[config.mk]
export PLATFORM = sky130hd
export DESIGN_NAME = can_segment_reassembler
export DESIGN_NICKNAME = d
export VERILOG_FILES = /design/src/hw/rtl/cansr_pkg.sv /design/src/hw/rtl/can_segment_reassembler.sv /design/src/hw/rtl/cansr_ram.sv
export SDC_FILE = /design/constraint.sdc
export NUM_CORES = 1
export LEC_CHECK = 0
export BUFFER_PORTS_ARGS = -buffer_cell sky130_fd_sc_hd__buf_2
export CELL_PAD_IN_SITES_DETAIL_PLACEMENT = 0
export CELL_PAD_IN_SITES_GLOBAL_PLACEMENT = 2
export CORE_ASPECT_RATIO = 1.1
export CORE_MARGIN = 5
export CORE_UTILIZATION = 25
export CTS_CLUSTER_DIAMETER = 100
export DETAILED_ROUTE_END_ITERATION = 12
export PLACE_DENSITY_LB_ADDON = 0.1
export SLEW_MARGIN = 25
export SYNTH_ARGS = -nofsm -noshare
export SYNTH_HDL_FRONTEND = slang
export SYNTH_HIERARCHICAL = 1
export SYNTH_SLANG_ARGS = --single-unit
[constraint.sdc]
create_clock -name i_clk -period 8.6 [get_ports i_clk]
set_clock_uncertainty 0.2 [all_clocks]
set_input_delay 0.86 -clock i_clk [delete_from_list [all_inputs] [get_ports i_clk]]
set_output_delay 0.86 -clock i_clk [all_outputs]
set_load 0.005 [all_outputs]
[src/hw/rtl/cansr_pkg.sv]
// shared constants for the can segment reassembler
// sizes of the assembly store, frame fields and stream words; no dependencies
`default_nettype none
package cansr_pkg;
    localparam int BUFFER_BYTES  = 64;
    localparam int MESSAGE_BYTES = 32;
    localparam int CHUNK_BYTES   = 7;

    localparam int BYTE_W     = 8;
    localparam int SEG_W      = 7;
    localparam int EXP_W      = 8;
    localparam int PAYLOAD_W  = CHUNK_BYTES * BYTE_W;
    localparam int IDX_W      = 6;
    localparam int ADDR_W     = $clog2(BUFFER_BYTES);
    localparam int FILL_W     = $clog2(BUFFER_BYTES + 1);
    localparam int SUM_W      = $clog2(BUFFER_BYTES + CHUNK_BYTES + 1);
    localparam int KCNT_W     = $clog2(CHUNK_BYTES);

    localparam int IN_TDATA_W  = ((SEG_W + PAYLOAD_W + 7) / 8) * 8;
    localparam int OUT_TDATA_W = ((BYTE_W + IDX_W + 7) / 8) * 8;
endpackage
`default_nettype wire

[src/hw/rtl/can_segment_reassembler.sv]
// can segment reassembler top level: frame intake, store write sweep, byte readout
// intake: an appended frame holds the input while it is accepted and its 7 bytes are stored,
// one byte per cycle on the single ram write port; an ignored frame is only accepted
// readout: each message byte is read, loaded and then held until the output takes it
// reset (i_rst_n low, synchronous) clears sequencer and message state, not the store
// depends on cansr_pkg and cansr_ram
`default_nettype none
module can_segment_reassembler (
    input  wire logic                                i_clk,
    input  wire logic                                i_rst_n,
    // slave side: tdata = segment_number[6:0], payload[62:7], zero pad [63]
    input  wire logic                                i_s_tvalid,
    output logic                                     o_s_tready,
    input  wire logic [cansr_pkg::IN_TDATA_W-1:0]    i_s_tdata,
    input  wire logic                                i_s_tlast,   // last_segment
    // master side: tdata = message_byte[7:0], byte_index[13:8], zero pad [15:14]
    output logic                                     o_m_tvalid,
    input  wire logic                                i_m_tready,
    output logic      [cansr_pkg::OUT_TDATA_W-1:0]   o_m_tdata,
    output logic                                     o_m_tlast    // final_byte
);
    import cansr_pkg::*;

    typedef enum logic [2:0] {
        S_IDLE,
        S_WRITE,
        S_READ,
        S_LOAD,
        S_HOLD
    } t_state;

    t_state                r_state;
    logic [FILL_W-1:0]     r_fill;
    logic [EXP_W-1:0]      r_exp;
    logic                  r_asm;
    logic                  r_emit;
    logic [FILL_W-1:0]     r_base;
    logic [KCNT_W-1:0]     r_k;
    logic [PAYLOAD_W-1:0]  r_payload;
    logic [IDX_W-1:0]      r_idx;
    logic                  r_m_valid;
    logic [BYTE_W-1:0]     r_m_byte;
    logic [IDX_W-1:0]      r_m_idx;
    logic                  r_m_last;

    logic [SEG_W-1:0]      seg;
    logic [PAYLOAD_W-1:0]  payload;
    logic                  restart;
    logic [FILL_W-1:0]     eff_fill;
    logic [EXP_W-1:0]      eff_exp;
    logic                  eff_asm;
    logic                  seg_match;
    logic [SUM_W-1:0]      sum;
    logic                  fits;
    logic                  enough;
    logic                  s_xfer;
    logic                  m_xfer;
    logic                  we;
    logic [FILL_W-1:0]     w_sum;
    logic [ADDR_W-1:0]     waddr;
    logic [ADDR_W-1:0]     raddr;
    logic [BYTE_W-1:0]     rdata;

    assign o_s_tready = (r_state == S_IDLE);
    assign s_xfer     = i_s_tvalid && o_s_tready;
    assign m_xfer     = r_m_valid && i_m_tready;

    assign seg     = i_s_tdata[SEG_W-1:0];
    assign payload = i_s_tdata[SEG_W +: PAYLOAD_W];
    assign restart = (seg == '0);

    // segment zero restarts before the sequence check
    always_comb begin
        eff_fill  = restart ? '0 : r_fill;
        eff_exp   = restart ? '0 : r_exp;
        eff_asm   = restart || r_asm;
        seg_match = eff_asm && ({1'b0, seg} == eff_exp);
        sum       = SUM_W'(eff_fill) + SUM_W'(CHUNK_BYTES);
        fits      = (sum <= SUM_W'(BUFFER_BYTES));
        enough    = (sum >= SUM_W'(MESSAGE_BYTES));
    end

    assign we    = (r_state == S_WRITE);
    assign w_sum = r_base + FILL_W'(r_k);
    assign waddr = w_sum[ADDR_W-1:0];
    assign raddr = ADDR_W'(r_idx);

    cansr_ram #(
        .WIDTH (BYTE_W),
        .DEPTH (BUFFER_BYTES)
    ) u_store (
        .i_clk   (i_clk),
        .i_we    (we),
        .i_waddr (waddr),
        .i_wdata (r_payload[BYTE_W-1:0]),
        .i_raddr (raddr),
        .o_rdata (rdata)
    );

    always_ff @(posedge i_clk) begin
        if (!i_rst_n) begin
            r_state   <= S_IDLE;
            r_fill    <= '0;
            r_exp     <= '0;
            r_asm     <= 1'b0;
            r_emit    <= 1'b0;
            r_k       <= '0;
            r_idx     <= '0;
            r_m_valid <= 1'b0;
        end else begin
            unique case (r_state)
                S_IDLE: begin
                    if (s_xfer) begin
                        r_fill <= eff_fill;
                        r_exp  <= eff_exp;
                        r_asm  <= eff_asm;
                        if (seg_match) begin
                            if (!fits) begin
                                // overflow abandons the message
                                r_asm <= 1'b0;
                            end else begin
                                r_base    <= eff_fill;
                                r_payload <= payload;
                                r_k       <= '0;
                                r_fill    <= FILL_W'(sum);
                                r_exp     <= eff_exp + EXP_W'(1);
                                r_emit    <= i_s_tlast && enough;
                                if (i_s_tlast) begin
                                    r_asm <= 1'b0;
                                end
                                r_state <= S_WRITE;
                            end
                        end
                    end
                end
                S_WRITE: begin
                    r_payload <= r_payload >> BYTE_W;
                    r_k       <= r_k + KCNT_W'(1);
                    if (r_k == KCNT_W'(CHUNK_BYTES - 1)) begin
                        r_idx   <= '0;
                        r_state <= r_emit ? S_READ : S_IDLE;
                    end
                end
                S_READ: begin
                    // read address is presented this cycle, data lands next cycle
                    r_state <= S_LOAD;
                end
                S_LOAD: begin
                    r_m_valid <= 1'b1;
                    r_m_byte  <= rdata;
                    r_m_idx   <= r_idx;
                    r_m_last  <= (r_idx == IDX_W'(MESSAGE_BYTES - 1));
                    r_state   <= S_HOLD;
                end
                S_HOLD: begin
                    if (m_xfer) begin
                        r_m_valid <= 1'b0;
                        if (r_m_last) begin
                            r_state <= S_IDLE;
                        end else begin
                            r_idx   <= r_idx + IDX_W'(1);
                            r_state <= S_READ;
                        end
                    end
                end
                default: begin
                    r_state <= S_IDLE;
                end
            endcase
        end
    end

    assign o_m_tvalid = r_m_valid;
    assign o_m_tdata  = {{(OUT_TDATA_W - BYTE_W - IDX_W){1'b0}}, r_m_idx, r_m_byte};
    assign o_m_tlast  = r_m_last;

    // no frame is taken while a byte is waiting on the output
    a_no_intake_while_out: assert property (@(posedge i_clk) disable iff (!i_rst_n)
        o_m_tvalid |-> !o_s_tready)
        else $error("frame accepted while output byte pending");

    // gathered length never passes the store size
    a_fill_bounded: assert property (@(posedge i_clk) disable iff (!i_rst_n)
        r_fill <= FILL_W'(BUFFER_BYTES))
        else $error("fill length beyond store size");

    // the final byte transfer frees the input side on the next cycle
    a_final_frees_input: assert property (@(posedge i_clk) disable iff (!i_rst_n)
        (m_xfer && o_m_tlast) |=> o_s_tready)
        else $error("input not ready after final byte");

    // the last flag only rides on the final message position
    a_last_index: assert property (@(posedge i_clk) disable iff (!i_rst_n)
        (o_m_tvalid && o_m_tlast) |-> (r_m_idx == IDX_W'(MESSAGE_BYTES - 1)))
        else $error("tlast on wrong byte index");
endmodule
`default_nettype wire

[src/hw/rtl/cansr_ram.sv]
// generic single-write, single-read synchronous ram with registered read data
// standalone, no package dependencies
`default_nettype none
module cansr_ram #(
    parameter int WIDTH = 8,
    parameter int DEPTH = 64
) (
    input  wire logic                     i_clk,
    input  wire logic                     i_we,
    input  wire logic [$clog2(DEPTH)-1:0] i_waddr,
    input  wire logic [WIDTH-1:0]         i_wdata,
    input  wire logic [$clog2(DEPTH)-1:0] i_raddr,
    output logic      [WIDTH-1:0]         o_rdata
);
    logic [WIDTH-1:0] mem [DEPTH];

    always_ff @(posedge i_clk) begin
        if (i_we) begin
            mem[i_waddr] <= i_wdata;
        end
        o_rdata <= mem[i_raddr];
    end
endmodule
`default_nettype wire

==> results of run 1 <==
## sequential cells by signal, summed over array words and instances (netlist names)
register and cells:
r_exp 8, u_store/mem 512, r_m_byte 8, r_base 6, u_store/o_rdata 8, r_state 3
r_idx 6, r_emit 1, r_payload 56, o_m_tlast 1, r_k 3, r_asm 1
r_fill 7, o_m_tvalid 1, r_m_idx 6
## power by group through the flow
stage	combinational, mW	sequential (mW)	clock, mW
2_1_floorplan	0.0174	3.35	0
3_3_place_gp	0.0397	3.35	0
3_5_place_dp	0.0396	3.35	0
4_1_cts	0.0397	3.29	3.15
5_1_grt	0.0440	3.29	3.28
6_report	0.0383	3.29	3.02
## area by class of cell
class	instances	area, um2
antenna	1	2.50
clock buffer	90	1930
clock inverter	40	380
fill	9975	70900
inverter	21	78.8
multi-input combinational	718	6260
sequential	627	18500
tap	1302	1630
timing repair buffer	108	626
## worst reg2reg max path, stage by stage, from the launching register on
cell     delay (ns)
dfxtp_1        0.42
ha_1           0.20
inv_1          0.05
fa_1           0.40
xnor2_1        0.69
nand4_1        1.01
nor2_1         1.08
## worst max path at each step
stage,endpoint,depth (start not counted),slack (ns),from
after floorplan,r_payload[0]$_DFFE_PP_,10,3.80,i_s_tdata[5]
after global placement,r_payload[1]$_DFFE_PP_,12,3.61,i_s_tdata[5]
after detailed placement,r_payload[1]$_DFFE_PP_,12,3.65,i_s_tdata[5]
after CTS,u_store/mem[47][7]$_DFFE_PP_,6,4.17,r_k[0]$_SDFFE_PN0P_
after global routing,u_store/mem[47][4]$_DFFE_PP_,6,3.94,r_k[0]$_SDFFE_PN0P_
final,u_store/mem[7][6]$_DFFE_PP_,6,4.15,r_k[0]$_SDFFE_PN0P_
## stage by stage
stage / instance area (um2) / worst slack (ns) / util
2_1_floorplan: 25200 / 3.80 / -
3_3_place_gp: 27000 / 3.61 / 0.269
3_5_place_dp: 27100 / 3.65 / 0.270
4_1_cts: 29400 / 4.17 / 0.293
5_1_grt: 29400 / 3.94 / 0.293
6_report: 29400 / 4.15 / 0.293
## routing by layer
| metal | vias to the layer above | global-route usage |
|---|---|---|
| met5 | - | 0 |
| met4 | 0 | 0.0312 |
| met3 | 86 | 0.0230 |
| met2 | 252 | 0.215 |
| met1 | 6786 | 0.168 |
| li1 | 5876 | - |
## Yosys cell counts (5+ instances only)
master     instances  area, um2
mux2i_1           31        310
clkbuf_1          38        143
nand3_1           21        105
a211oi_1           6       45.0
mux4_2           126       2840
o21ai_0            8       40.0
o2bb2ai_1          5       43.8
a21oi_1           22        110
buf_2             13       65.1
nor3_1            14       70.1
edfxtp_1         589      17700
inv_1             20       75.1
a221oi_1           6       52.6
xor2_1             6       52.6
buf_4             15        113
nand2b_1          14       87.6
nor2_1           105        394
nor2b_1           21        131
dfxtp_1           38        761
ha_1               9        113
xnor2_1            6       52.6
mux2_2            13        146
and2_1            16        100
nand4_1            7       43.8
o22ai_1           10       62.6
o221ai_1           8       70.1
nand2_1          190        713
## cells by family after synthesis
kind of cell | count (synthesis) | synth area share
simple gates | 408 | 0.0713
buf+inv | 96 | 0.0197
xor+xnor | 12 | 0.00418
compound gates | 116 | 0.0349
fa+ha+maj | 10 | 0.00527
flops | 627 | 0.733
mux | 170 | 0.131
other cells | 1 | 0.000149
==> flow_metrics.tcl, run 1 <==
set metrics [dict create \
    result_of_the_run "complete, no violations" \
    place_congestion 0.709 \
    timing_hold_violations_final 0 \
    synth-edff-count 589 \
    maxUsedRoutingLayer "met4" \
    die_w_um 312 \
    hold-path-endpoint "r_m_byte[0]$_DFFE_PP_" \
    synth_area_per_cell_um2 17.5 \
    antenna_found_initial 1 \
    timing_worst_slew_pin_value_ns 1.03 \
    worst_slew_margin_rel 0.309 \
    synthesis.instances 1440 \
    final_antenna_net_count 0 \
    worstSetupStartpointType "register" \
    cts_tree "done" \
    dr_wl_met3_um 2760 \
    layoutNonFillerInstCount 2907 \
    final-setup-viol-count 0 \
    post-route-period-util 0.517 \
    cell_count_of_the_worst_reg_to_reg_path 6 \
    postSynth.asyncResetShare 0 \
    dieHeight_um 343 \
    post-place-cells 2776 \
    path_cells "ha_1, inv_1, fa_1, xnor2_1, nand4_1, nor2_1" \
    critPathCaptureType "register" \
    r2r_endpoint "u_store/mem[7][6]$_DFFE_PP_" \
    reg2reg_from "r_k[0]$_SDFFE_PN0P_" \
    viasPerCell 4.47 \
    hold_removal_path_class "register to register" \
    postSynth.topFlopCell "edfxtp_1" \
    worst_hold_path_cell_count 0 \
    area_growth_syn_to_layout_pct 16.8 \
    num_io_pins 88 \
    grt_setup_unrepaired "false" \
    drive_gt1_frac 0.234 \
    met2_length_um 33700 \
    mostFrequentLayoutCell "edfxtp_1" \
    switching_share 0.199 \
    grt_pass1_vias 13736 \
    synth_seq_area_share 0.733 \
    grt_max_degree 83 \
    num-nets-final 1628 \
    drc 0 \
    drt_iter0_drc 892 \
    final_max_slew_viol_count 0 \
    power_report.internal_total_mw 5.09 \
    dr_total_vias 13000 \
    min_from "u_store/o_rdata[0]$_DFF_P_" \
    critPathTopFamily "simple AND/OR/NAND/NOR gates" \
    clock_sinks 627 \
    max_freq_mhz 225 \
    cts_max_level 3 \
    grt_remaining_overflow 0 \
    totalPowerFinal_mw 6.35 \
    hold_buffers 0 \
    power_leakage_nw 9.10 \
    critical-path-slowest-cell "nor2_1" \
    crit_arrival_ns 4.46 \
    path_max_fanout 10 \
    worst_skew_late_latency_ns 0.61 \
    final.setup.tns_ns 0 \
    grt_pass1_wl_um 98900 \
    post_drt_wl_per_cell_um 23.4 \
    io_buffer_count 84 \
    drtPass1Iterations 5 \
    hold-worst-slack_ns 0.208 \
    power.density_nw_per_um2 216 \
    clk_pin_slew_worst_paths_ns 0.06 \
    share_of_total_power_in_sequential_cells 0.518 \
    initial_core_util 0.251 \
    die_area_um2 107000 \
    period_needed_ns 4.45 \
    num_rows 122 \
    power.switching_mw 1.26 \
    tritoncts.num_buffers 73 \
    gr-usage-all-layers 0.126 \
    detail_route.wirelength.met1_um 30200 \
    post_synth_num_cell_types 69 \
    drv.max_cap_violation_count 0 \
    route.final.wire_length_um 68000 \
    clock_power_frac 0.476 \
    power.ir.vdd_worst_uv 144 \
    max_root_sink_buffers 3 \
    cts_post_setup_buffers_inserted 0 \
    delay_of_the_slowest_cell_on_the_worst_path_ns 1.08 \
    area_of_the_mapped_netlist_um2 25200 \
    combinationalPowerShare 0.006 \
    ys.warnings.count 6 \
    critical_path_class "register to register" \
    fp.coreArea_um2 100000 \
    dpl.hpwl_um 41000 \
    path_buf_inv 1 \
    clock_tree.root_cell "clkbuf_16" \
    rrSetupSlack_ns 4.15 \
    cts_repair_resize_count 0 \
    worstPathRequired_ns 8.61 \
    most_frequent_cells_in_the_layout "edfxtp_1 (589), nand2_1 (189), mux4_2 (126)" \
    ff_latch_count_synth 627 \
]
Note: power is estimated with default switching activity, not from simulation.
==> run 2: changes to the inputs <==
==> constraint.sdc (replaced) <==
create_clock -name i_clk -period 4.6 [get_ports i_clk]
set_clock_uncertainty 0.2 [all_clocks]
set_input_delay 0.46 -clock i_clk [delete_from_list [all_inputs] [get_ports i_clk]]
set_output_delay 0.46 -clock i_clk [all_outputs]
set_load 0.005 [all_outputs]
==> run 2 against run 1 <==
  * Global-route usage up 0.31 points
  * Routed wire length up 1.7%
  * Critical path type unchanged
  * Hold slack worse by 0.14 ns
  * Highest routed layer unchanged
==> flow_metrics.tcl, run 2 (synthesis gave the netlist of run 1 again) <==
set metrics [dict create \
    reg.largest.list "u_store/mem x512, r_payload x56" \
    multiInputGateArea_um2 6220 \
    gr-max-usage-layer "met2" \
    fp.coreArea_um2 100000 \
    die_area_um2 107000 \
    die_w_um 312 \
    layoutNonFillerInstCount 3061 \
    dpl_cell_area_um2 27800 \
    max_root_sink_buffers 3 \
    route.final.wire_length_um 69100 \
    sequential_cell_area_um2 18500 \
    registers.top_by_ff_count "u_store/mem" \
    hold-worst-slack_ns 0.0729 \
    place_congestion 0.724 \
    drv.max_cap_violation_count 0 \
    timing_hold_violations_final 0 \
    global_route.usage.met2 0.223 \
    timing_worst_slew_pin_value_ns 0.918 \
    dr_total_vias 13454 \
    mostFrequentLayoutCell "edfxtp_1" \
    initial_core_util 0.251 \
    grt_max_degree 65 \
    post_drt_wl_per_cell_um 22.6 \
    worst_skew_late_latency_ns 0.61 \
    drt_iter0_drc 852 \
    finish.utilization 0.306 \
    grt_pass1_wl_um 102000 \
    tritoncts.num_buffers 75 \
    place_worst_setup_slack_ns 0.582 \
    worst_slew_margin_rel 0.384 \
    power.ir.vdd_worst_uv 220 \
    totalPowerFinal_mw 12.0 \
    num_rows 122 \
    power_leakage_nw 9.89 \
    clock_sinks 627 \
    post-route-period-util 0.802 \
    cts_repair_resize_count 0 \
    most_frequent_cells_in_the_layout "edfxtp_1 (589), nand2_1 (189), mux4_2 (126)" \
    num_io_pins 88 \
    drc 0 \
    worstPathRequired_ns 4.62 \
    num-nets-final 1780 \
    grt_remaining_overflow 0 \
    largest_register_ff_count 512 \
    gr-usage-met3 0.0236 \
    critPathCaptureType "register" \
    area_growth_syn_to_layout_pct 22.2 \
    drive_gt1_frac 0.266 \
    grt_pass1_vias 14690 \
    result_of_the_run "complete, no violations" \
    cts_tree "done" \
    hold_removal_path_class "primary input to register" \
    finalInstanceArea_um2 30700 \
    final_max_slew_viol_count 0 \
    final_antenna_net_count 0 \
    clk_pin_slew_worst_paths_ns 0.06 \
    clock_tree.root_cell "clkbuf_16" \
    antenna_found_initial 0 \
    critical_path_class "register to register" \
    power.density_nw_per_um2 391 \
    worstSetupStartpointType "register" \
    final-setup-viol-count 0 \
    num-fill-cells 9884 \
    io_buffer_count 84 \
    finalWorstSetupSlack_ns 0.909 \
    crit_arrival_ns 3.71 \
    viasPerCell 4.40 \
    post-place-cells 2868 \
    antenna_cells 0 \
    period_needed_ns 3.69 \
    gr-usage-all-layers 0.129 \
    max_freq_mhz 271 \
    grt.met1_usage 0.169 \
    grt_setup_unrepaired "false" \
    dieHeight_um 343 \
    drtPass1Iterations 4 \
    path_max_fanout 10 \
    cts_max_level 3 \
    dpl.hpwl_um 43900 \
    final.setup.tns_ns 0 \
]
## run 2: cell types whose count changed in the layout (fill, tap and decap cells not counted), sizes merged, moves of 2 or more
cell,previous run,this run
buf,108,201
dlygate4sd3,0,57
clkbuf,90,99
inv,25,22
clkinv,29,27
## run 2: power breakdown
part / total [mW] / internal, mW / switching [mW]
Combinational: 0.109 / 0.0649 / 0.0440
Sequential: 6.15 / 6.15 / 0.0000573
Clock: 5.77 / 3.46 / 2.30
## run 2: critical path, stage by stage (launching register included)
cell and delay [ns]:
dfxtp_1 0.40, ha_1 0.19, inv_1 0.06, fa_1 0.40, xnor2_1 0.69, nor2b_1 0.25
nand2_1 0.34, nor2_1 0.76
## run 2: final cells by class
type,instances,area share
clock buffer,99,0.0667
clock inverter,36,0.0111
inverter,21,0.00257
multi-input combinational,718,0.202
sequential,627,0.601
tap,1302,0.0530
timing repair buffer,258,0.0635
## run 2: final timing paths
kind	slack, ns	cells after the start	start	end
worst min register to register	0.21	0	u_store/o_rdata[2]$_DFF_P_	r_m_byte[2]$_DFFE_PP_
worst min-delay path	0.07	3	i_rst_n	r_asm$_SDFFE_PN0P_
worst max-delay path	0.91	7	r_k[0]$_SDFFE_PN0P_	u_store/mem[28][1]$_DFFE_PP_
worst max register to register	0.91	7	r_k[0]$_SDFFE_PN0P_	u_store/mem[28][1]$_DFFE_PP_
## run 2: what timing repair did
| item | CTS | global route |
|---|---|---|
| endpoints found under the hold margin | 57 | 0 |
| hold buffers | 57 | 0 |
| setup buffers | 0 | 0 |
| endpoints found under the setup margin | 0 | 0 |
## run 2: routing by layer
| metal | share of wire | routed length (um) | vias up |
|---|---|---|---|
| li1 | - | - | 6189 |
| met1 | 0.45 | 30800 | 6963 |
| met2 | 0.50 | 34600 | 214 |
| met3 | 0.034 | 2360 | 88 |
| met4 | 0.020 | 1400 | 0 |
| met5 | 0 | 0 | - |
==> run 3: changes to the inputs <==
--- a/config.mk
+++ b/config.mk
@@ -5,6 +5,7 @@
 export SDC_FILE = /design/constraint.sdc
 export NUM_CORES = 1
 export LEC_CHECK = 0
+export ABC_AREA = 1
 export BUFFER_PORTS_ARGS = -buffer_cell sky130_fd_sc_hd__buf_2
 export CELL_PAD_IN_SITES_DETAIL_PLACEMENT = 0
 export CELL_PAD_IN_SITES_GLOBAL_PLACEMENT = 2
==> constraint.sdc (replaced) <==
create_clock -name i_clk -period 3.4 [get_ports i_clk]
set_clock_uncertainty 0.2 [all_clocks]
set_input_delay 0.34 -clock i_clk [delete_from_list [all_inputs] [get_ports i_clk]]
set_output_delay 0.34 -clock i_clk [all_outputs]
set_load 0.005 [all_outputs]
==> run 3 against run 2 <==
  * Largest cell class unchanged
  * Highest routed layer unchanged
  * Die area grew 5.1%
  * Count of clock-buffer cells in the layout fell by 4
  * First-iteration DRC count grew 6.6%
  * Hold slack got worse by 0.0080 ns
  * Clock power grew 33%
==> flow_metrics.tcl, run 3 <==
set metrics [dict create \
    route.final.wire_length_um 80100 \
    cts_max_level 3 \
    antenna_found_initial 0 \
    synth-xor-area-share 0.00198 \
    worstPathRequired_ns 3.52 \
    power_leakage_nw 11.6 \
    io_buffer_count 84 \
    num_rows 125 \
    antenna_cells 0 \
    critPathTopFamily "simple AND/OR/NAND/NOR gates" \
    critical-path-slowest-cell "nand4_1" \
    sequential_cell_area_um2 18500 \
    result_of_the_run "complete, no violations" \
    clk_pin_slew_worst_paths_ns 0.06 \
    synth_area_per_cell_um2 11.2 \
    post_synth_and_or_nand_nor_area_fraction 0.242 \
    mostFrequentLayoutCell "nand2_1" \
    drive_gt1_frac 0.142 \
    netlist_top_cells_area "edfxtp_1 (67%), nand2_1 (12%), nand3_1 (8.7%)" \
    initial_core_util 0.251 \
    layoutNonFillerInstCount 4047 \
    tritoncts.num_buffers 76 \
    num-nets-final 2671 \
    postSynth.asyncResetShare 0 \
    drv.max_cap_violation_count 0 \
    ff_latch_count_synth 627 \
    grt_max_degree 133 \
    grt_remaining_overflow 0 \
    registers.top_by_ff_count "u_store/mem" \
    drtPass1Iterations 5 \
    grt_pass1_wl_um 118000 \
    num_io_pins 88 \
    path_max_fanout 8 \
    postSynth.topFlopCell "edfxtp_1" \
    synthesis.instances 2374 \
    area_fraction_in_compound_gates_after_synthesis 0.0108 \
    place_congestion 0.751 \
    dieHeight_um 351 \
    crit_arrival_ns 3.26 \
    fp.coreArea_um2 105000 \
    largest_register_ff_count 512 \
    worstSetupStartpointType "register" \
    timing_hold_violations_final 0 \
    max_freq_mhz 318 \
    critical_path_class "register to register" \
    clock_sinks 627 \
    final_antenna_net_count 0 \
    dr_total_vias 17650 \
    die_area_um2 113000 \
    post_synth_num_cell_types 48 \
    most_frequent_cells_in_the_layout "nand2_1 (871), edfxtp_1 (589), nand3_1 (461)" \
    multiInputGateArea_um2 6910 \
    netlist.area_leader.share 0.668 \
    clock_tree.root_cell "clkbuf_16" \
    power.density_nw_per_um2 509 \
    final.setup.tns_ns 0 \
    power.ir.vdd_worst_uv 555 \
    post-synth-top-area-cell "edfxtp_1" \
    worst_skew_late_latency_ns 0.63 \
    delay_of_the_slowest_cell_on_the_worst_path_ns 0.40 \
    synthTopCellsByCount "nand2_1 (871), edfxtp_1 (589), nand3_1 (461)" \
    ys.warnings.count 6 \
    viasPerCell 4.36 \
    synthMostInstantiatedCell "nand2_1" \
    post_drt_wl_per_cell_um 19.8 \
    num-fill-cells 10914 \
    gr-usage-all-layers 0.141 \
    post-place-cells 3850 \
    grt_pass1_vias 17999 \
    hold_removal_path_class "primary input to register" \
    hold-worst-slack_ns 0.0649 \
    synth_mux_area_frac 0 \
    synth_seq_area_share 0.697 \
    drc 0 \
    cts_tree "done" \
    max_root_sink_buffers 3 \
    final_max_slew_viol_count 0 \
    dpl.hpwl_um 47800 \
    period_needed_ns 3.15 \
    area_growth_syn_to_layout_pct 20.3 \
    path_buf_inv 2 \
    main_combinational_cell_family_by_area_after_synthesis "simple AND/OR/NAND/NOR gates" \
    drt_iter0_drc 908 \
    timing_worst_slew_pin_value_ns 0.972 \
    worst_slew_margin_rel 0.352 \
    die_w_um 320 \
    cts_post_setup_buffers_inserted 0 \
    path_cells "ha_1, inv_1, fa_1, o21ai_0, xor2_2, nand4_1, nor4_1, buf_4" \
    synth-edff-count 589 \
    reg.largest.list "u_store/mem x512, r_payload x56" \
    critPathCaptureType "register" \
    area_of_the_mapped_netlist_um2 26500 \
    final-setup-viol-count 0 \
    synthAdderAreaFrac 0.00501 \
    grt_setup_unrepaired "false" \
    post-route-period-util 0.925 \
]
-- run 3: final cells by class --
cell class / count / share of cell area
tap: 1397 / 0.0549
inverter: 67 / 0.00829
multi-input combinational: 1551 / 0.217
clock inverter: 41 / 0.00947
clock buffer: 95 / 0.0639
timing repair buffer: 269 / 0.0671
sequential: 627 / 0.579
-- run 3: path summary, 6_finish.rpt --
kind / start / to / slack [ns] / cells after the start
worst max-delay path: r_k[0]$_SDFFE_PN0P_ / u_store/mem[55][0]$_DFFE_PP_ / 0.25 / 8
worst max register to register: r_k[0]$_SDFFE_PN0P_ / u_store/mem[55][0]$_DFFE_PP_ / 0.25 / 8
worst min-delay path: i_s_tdata[1] / r_base[4]$_DFFE_PP_ / 0.06 / 5
worst min register to register: u_store/o_rdata[5]$_DFF_P_ / r_m_byte[5]$_DFFE_PP_ / 0.20 / 0
-- run 3: worst register-to-register path, stage by stage, from the launching register on --
cell and delay, ns:
dfxtp_1 0.38, ha_1 0.19, inv_1 0.06, fa_1 0.39, o21ai_0 0.31, xor2_2 0.36, nand4_1 0.40, nor4_1 0.31
buf_4 0.25
-- run 3: kinds of logic after synthesis --
logic type	count (synthesis)
other	1
adders and majority gates	10
DFF	627
buffers and inverters	197
and+or+nand+nor	1485
AOI/OAI and AO/OA	48
xor gates and xnor gates	6
-- run 3: stage by stage --
step	worst slack (ns)	util	instance area (um2)	total power, mW
after global routing	0.0743	0.302	31900	16.8
after detailed placement	0.147	0.274	28900	8.61
after CTS	0.113	0.302	31800	16.5
after floorplan	0.0450	-	26500	8.55
final	0.255	0.302	31900	16.2
after global placement	0.131	0.274	28900	8.61
-- run 3: metal layers --
metal | routed length (um) | part of all wire | GRT usage
met5 | 0 | 0 | 0
met4 | 2080 | 0.026 | 0.0451
met1 | 34800 | 0.43 | 0.178
met2 | 40000 | 0.50 | 0.248
met3 | 3230 | 0.040 | 0.0223
-- run 3: what timing repair did --
action | 4_1_cts | 5_1_grt
hold buffers | 61 | 0
resized for setup | 0 | 2
hold endpoints to repair | 71 | 0
setup endpoints to repair | 0 | 79
-- run 3: where the power goes --
| part | total, mW | switching (mW) | internal, mW | leakage [nW] |
|---|---|---|---|---|
| combinational | 0.172 | 0.0763 | 0.0953 | 4.87 |
| clock | 7.70 | 3.23 | 4.47 | 1.15 |
| sequential | 8.32 | 0.000354 | 8.32 | 5.60 |
